[config.mk]
export PLATFORM = sky130hd
export DESIGN_NAME = msta_spread_unit
export DESIGN_NICKNAME = d
export VERILOG_FILES = /design/src/multi_stream_timestamp_aligner_macros.svh /design/src/msta_pkg.sv /design/src/msta_spread_unit.sv
export SDC_FILE = /design/constraint.sdc
export NUM_CORES = 1
export LEC_CHECK = 0
export BUFFER_PORTS_ARGS = -buffer_cell sky130_fd_sc_hd__buf_4
export CORE_MARGIN = 2
export CORE_UTILIZATION = 65
export CTS_CLUSTER_SIZE = 30
export DETAILED_ROUTE_END_ITERATION = 6
export MAX_ROUTING_LAYER = met4
export PLACE_DENSITY = 0.86
export SLEW_MARGIN = 10
export SYNTH_ARGS = -nofsm -noshare
export SYNTH_HDL_FRONTEND = slang
export SYNTH_SLANG_ARGS = --single-unit
[constraint.sdc]
create_clock -name clk_i -period 13.7 [get_ports clk_i]
set_input_delay 2.055 -clock clk_i [delete_from_list [all_inputs] [get_ports clk_i]]
set_output_delay 2.055 -clock clk_i [all_outputs]
set_load 0.02 [all_outputs]
[src/multi_stream_timestamp_aligner_macros.svh]
// Assertion macros for the timestamp aligner.
// They use the clk_i and rst_ni of the module that includes this file.
`ifndef MULTI_STREAM_TIMESTAMP_ALIGNER_MACROS_SVH
`define MULTI_STREAM_TIMESTAMP_ALIGNER_MACROS_SVH

`ifndef SYNTHESIS

`define MSTA_ASSERT(lbl, prop) \
  lbl: assert property (@(posedge clk_i) disable iff (!rst_ni) (prop)) \
    else $error("msta assertion failed");

`define MSTA_ASSERT_NEVER(lbl, expr) \
  lbl: assert property (@(posedge clk_i) disable iff (!rst_ni) !(expr)) \
    else $error("msta forbidden condition");

`else

`define MSTA_ASSERT(lbl, prop)

`define MSTA_ASSERT_NEVER(lbl, expr)

`endif

`endif

[src/msta_pkg.sv]
package msta_pkg;

  localparam int NUM_STREAMS = 4;
  localparam int SID_BITS    = 2;
  localparam int SYNC_BITS   = 32;

  localparam logic [SID_BITS-1:0] SID_IMAGE = 2'd0;
  localparam logic [SID_BITS-1:0] SID_DEPTH = 2'd1;
  localparam logic [SID_BITS-1:0] SID_SCAN  = 2'd2;
  localparam logic [SID_BITS-1:0] SID_CLOUD = 2'd3;

  localparam logic CFG_THRESHOLD = 1'b0;
  localparam logic CFG_OFFSET    = 1'b1;

  localparam longint unsigned THRESHOLD_RST = 64'd20000;

  // control from the sequencer to the shared key/spread unit
  typedef struct packed {
    logic                key_en;
    logic                cam;
    logic                cmp_en;
    logic                first;
    logic [SID_BITS-1:0] sid;
    logic                spread_en;
  } msta_ctrl_t;

  typedef struct packed {
    logic                over;
    logic [SID_BITS-1:0] lo_idx;
  } msta_stat_t;

endpackage

[src/msta_spread_unit.sv]
module msta_spread_unit #(
  parameter int TIME_BITS = 48
) (
  input  logic                    clk_i,
  input  msta_pkg::msta_ctrl_t    ctrl_i,
  input  logic [TIME_BITS-1:0]    time_i,
  input  logic [TIME_BITS-1:0]    offset_i,
  input  logic [TIME_BITS-1:0]    threshold_i,
  output msta_pkg::msta_stat_t    stat_o
);
  import msta_pkg::*;

  localparam int KW = TIME_BITS + 1;
  localparam logic [KW-1:0] BIAS = KW'(1) << (TIME_BITS - 1);

  logic [KW-1:0]       key_d;
  logic [KW-1:0]       key_q;
  logic [KW-1:0]       lo_key_q;
  logic [KW-1:0]       hi_key_q;
  logic [SID_BITS-1:0] lo_idx_q;
  logic                over_q;
  logic [KW-1:0]       off_ext;
  logic [KW-1:0]       spread;

  // biased key stays in 0 .. 2^KW-2, so modular add is exact
  assign off_ext = ctrl_i.cam ? {offset_i[TIME_BITS-1], offset_i} : '0;
  assign key_d   = {1'b0, time_i} + BIAS + off_ext;
  assign spread  = hi_key_q - lo_key_q;

  always_ff @(posedge clk_i) begin
    if (ctrl_i.key_en) begin
      key_q <= key_d;
    end
    if (ctrl_i.cmp_en) begin
      if (ctrl_i.first) begin
        lo_key_q <= key_q;
        hi_key_q <= key_q;
        lo_idx_q <= ctrl_i.sid;
      end else begin
        if (key_q < lo_key_q) begin
          lo_key_q <= key_q;
          lo_idx_q <= ctrl_i.sid;
        end
        if (key_q > hi_key_q) begin
          hi_key_q <= key_q;
        end
      end
    end
    if (ctrl_i.spread_en) begin
      over_q <= spread > {1'b0, threshold_i};
    end
  end

  assign stat_o.over   = over_q;
  assign stat_o.lo_idx = lo_idx_q;

endmodule

==> results by group <==
Global routing
  – Global routing's busiest layer: met2
  – GR Layer Usage met1: 0.411
  – Via count of the first global-routing pass: approximately 11000
  – Initial antenna violation count: 0
  – Met3 usage: 0.0380
  – Gr ovfl total: 0
  – Largest net degree at the start of global routing: 50
  – M2 GR Usage: 0.465
  – First-pass GRT wire length: between 50 and 60 mm
  – GRT Overall Usage: 0.300

Clock network
  – Post-CTS Setup Inserts: 0
  – Post_cts resized: 0
  – Clk slew on worst S/H paths: about 60 ps
  – TritonCTS clock tree: yes
  – Clk sinks: 150
  – CTS H-tree lvls: 4
  – CTS Buf Count: 17
  – Post-CTS Hold Buffers: 0
  – Clock tree buffer depth: 2
  – Root buffer cell: clkbuf_16
  – Skew-Pair Late Insertion Delay: between 400 and 500 ps

Synthesis
  – Top-area cell type share of the netlist area: 0.319
  – Synth Flop Type: edfxtp_1
  – Compound-Gate Fraction of Synth Area: 0.184
  – Ys async rst share: 0
  – Syn Nets: 1919
  – Main area contributors after synthesis: edfxtp_1, ha_1, a21o_1
  – Seq/Total Area, Yosys: 0.319
  – Post-synthesis adder-cell area fraction: 0.258
  – Post-Synth XOR/XNOR Area: 0.0515
  – Post-synthesis simple-gate area fraction: 0.135
  – Leading area contributor after synthesis: edfxtp_1
  – Syn. warnings: 0
  – Area of the mapped netlist: roughly 14000 um2
  – Post-synth EDFFs: 150
  – Post-synthesis mux area share: 0.000709
  – Syn Inst Count: ~1500
  – Combinational family with the most area after synthesis: adder cells
  – Synth Area per Inst: between 9 and 10 um2
  – Distinct cells, synth: 72
  – FF+latch count, synth: 150

Placed design
  – Cells after DPL: roughly 1900
  – Post-DP HPWL: between 20 and 30 mm
  – Area post-placement: 15600 um2
  – IO Port Bufs: 154
  – Gpl congestion: around 0.92

Setup path
  – Worst setup EP type: register
  – CP max stage delay: 540 ps
  – Startpoint types: primary input
  – Crit path max fanout: 48
  – CP Data Required Time: roughly 14000 ps
  – Crit-path cells: buf_4 > and2_1 > ha_1 > ha_1 > fa_1 > a21oi_2 > o211ai_2 > o21ai_2 > a21oi_2 > a211o_2 > a31o_4 > a31oi_4 > o41ai_2 > or4b_1 > nand3_1
  – Critical Setup Path Class: primary input to register
  – Critical path data arrival time: about 5700 ps
  – CP max stage cell: or4b_1

Flow run
  – Max-cap viol count: 0

Outcome
  – Status: finished, violations left
  – Failing checks: DRC

Floorplan
  – Die span in y: between 150 and 200 um
  – Core area: 21200 um2
  – Die Width: between 150 and 200 um
  – Initial Util: 0.668
  – Num ports: ~160
  – Total die area: 22900 um2
  – Site row count: 53

Layout
  – Non-filler instance count after layout: around 1900
  – Nets: between 2000 and 2500
  – Ant diodes: 0
  – Share of cells above drive strength 1: 0.127
  – Design area: 16100 um2
  – Area Growth Syn to Fin: 14.2%

Power
  – LEAKAGE: ~8.0 nW
  – PD cells: between 100 and 150 nW/um2
  – Peak supply drop: slightly below 100 uV
  – Tot Pwr: between 1.5 and 2 mW

Drt
  – First drt pass iteration count: 7
  – DR DRC count: 4
  – ANT nets after route: 0
  – Total Wirelength: roughly 33 mm
  – Via count: 11710
  – Vias per cell: ~6.1
  – WL/cell: ~17 um
  – Initial drt markers: approximately 850

Timing
  – Setup violations, final: 0
  – Slew HR: 0.525
  – Worst Max-Slew Pin Slew: 712 ps
  – Tmin final: around 5500 ps
  – RSZ-0062 raised after global routing: false
  – Fin Hold WS: between 500 and 600 ps
  – Slew Viols, Final: 0
  – Final TNS setup: 0 ps
  – F_max: between 150 and 200 MHz
  – Final Hold Fails: 0
  – Tcrit/Tclk final: 0.398
  – Clk_skew: 9.82 ps

Min path
  – Worst Hold Class: register to register
==> registers in the layout, summed over array words and instances, names as in the netlist <==
register and cells:
lo_idx_q 2, key_q 49, lo_key_q 49, over_q 1
hi_key_q 49
==> cells in the final DEF (no fill, tap or decap), drive strengths merged, types with 32 or more instances in the layout <==
| cell type | n |
|---|---|
| edfxtp | 150 |
| o21ai | 80 |
| nand2 | 62 |
| a21o | 92 |
| inv | 174 |
| a21oi | 137 |
| buf | 156 |
| nor2 | 62 |
| ha | 288 |
| xnor2 | 51 |
| nand3 | 39 |
| xor2 | 32 |
| nand4 | 39 |
| and2 | 49 |
==> final cells by class <==
cell class / instances / area [um2]
Sequential cell: 150 / 4500
Multi-Input combinational cell: 1139 / 8920
Clock buffer: 18 / 429
Clock inverter: 14 / 118
Timing Repair Buffer: 156 / 1170
Inverter: 168 / 631
Fill cell: 1427 / 5030
Tap cell: 275 / 344
==> through the flow <==
step,utilization,setup slack [ps]
floorplan,-,8310
global placement,0.736,7980
detailed placement,0.736,7830
CTS,0.762,8260
global route,0.762,7980
finish,0.762,8240
==> synthesized netlist by cell type (3+ instances only) <==
cell type  count
and3_1        11
inv_1        168
o21ai_1        6
xor2_1        32
edfxtp_1     150
ha_1         288
nand2_1       62
buf_2          3
clkbuf_1      13
nand4_1       39
nand2b_1      18
a21oi_2        4
nor2_1        62
nand3_1       39
o31ai_1        4
xnor2_1       51
nor4_1         4
or2_2          4
a211oi_1       8
o21a_1        13
a21o_1        91
and2_1        49
a2111oi_0      3
a31oi_1        8
a21oi_1      133
or3_1          9
a211o_1        6
nor3_1        23
nor2b_1       26
o21ai_0       73
a21boi_0       3
o21bai_1      12
nor3b_1        3
o211ai_1       6
o31a_1         4
nand4b_1       3
==> path summary, 6_finish.rpt <==
check,cells after the start,slack (ps),to,from
setup reg to reg,21,8730,over_q,lo_key_q[1]
hold reg to reg,0,550,hi_key_q[29],key_q[29]
hold / removal,0,550,hi_key_q[29],key_q[29]
setup / recovery,15,8240,key_q[45],ctrl_i[5]
==> kinds of logic after synthesis <==
family                   count (synthesis)
AO/OA/AOI/OAI                          403
AND/OR/NAND/NOR                        362
adder cells (fa/ha/maj)                290
buffers and inverters                  188
flip-flops                             150
XOR/XNOR                                83
multiplexers                             1
==> critical path: cells and delay by family <==
kind,cells,cell delay (ps)
buffers and inverters,1,290
adders and majority gates,3,920
and+or+nand+nor,3,830
AOI/OAI and AO/OA,8,1610
==> routing by layer <==
metal / share of wire / up-vias
li1: - / 5734
met2: 0.44 / 586
met1: 0.45 / 5313
met5: 0 / -
met4: 0.028 / 0
met3: 0.083 / 77
==> power breakdown <==
part | internal, mW | leakage [nW] | switching [mW] | total (mW)
Combinational | 0.392 | 6.26 | 0.489 | 0.881
Clock | 0.236 | 0.242 | 0.191 | 0.427
Sequential | 0.599 | 1.45 | 0.0540 | 0.653
Power figures use the tool's default switching activity.
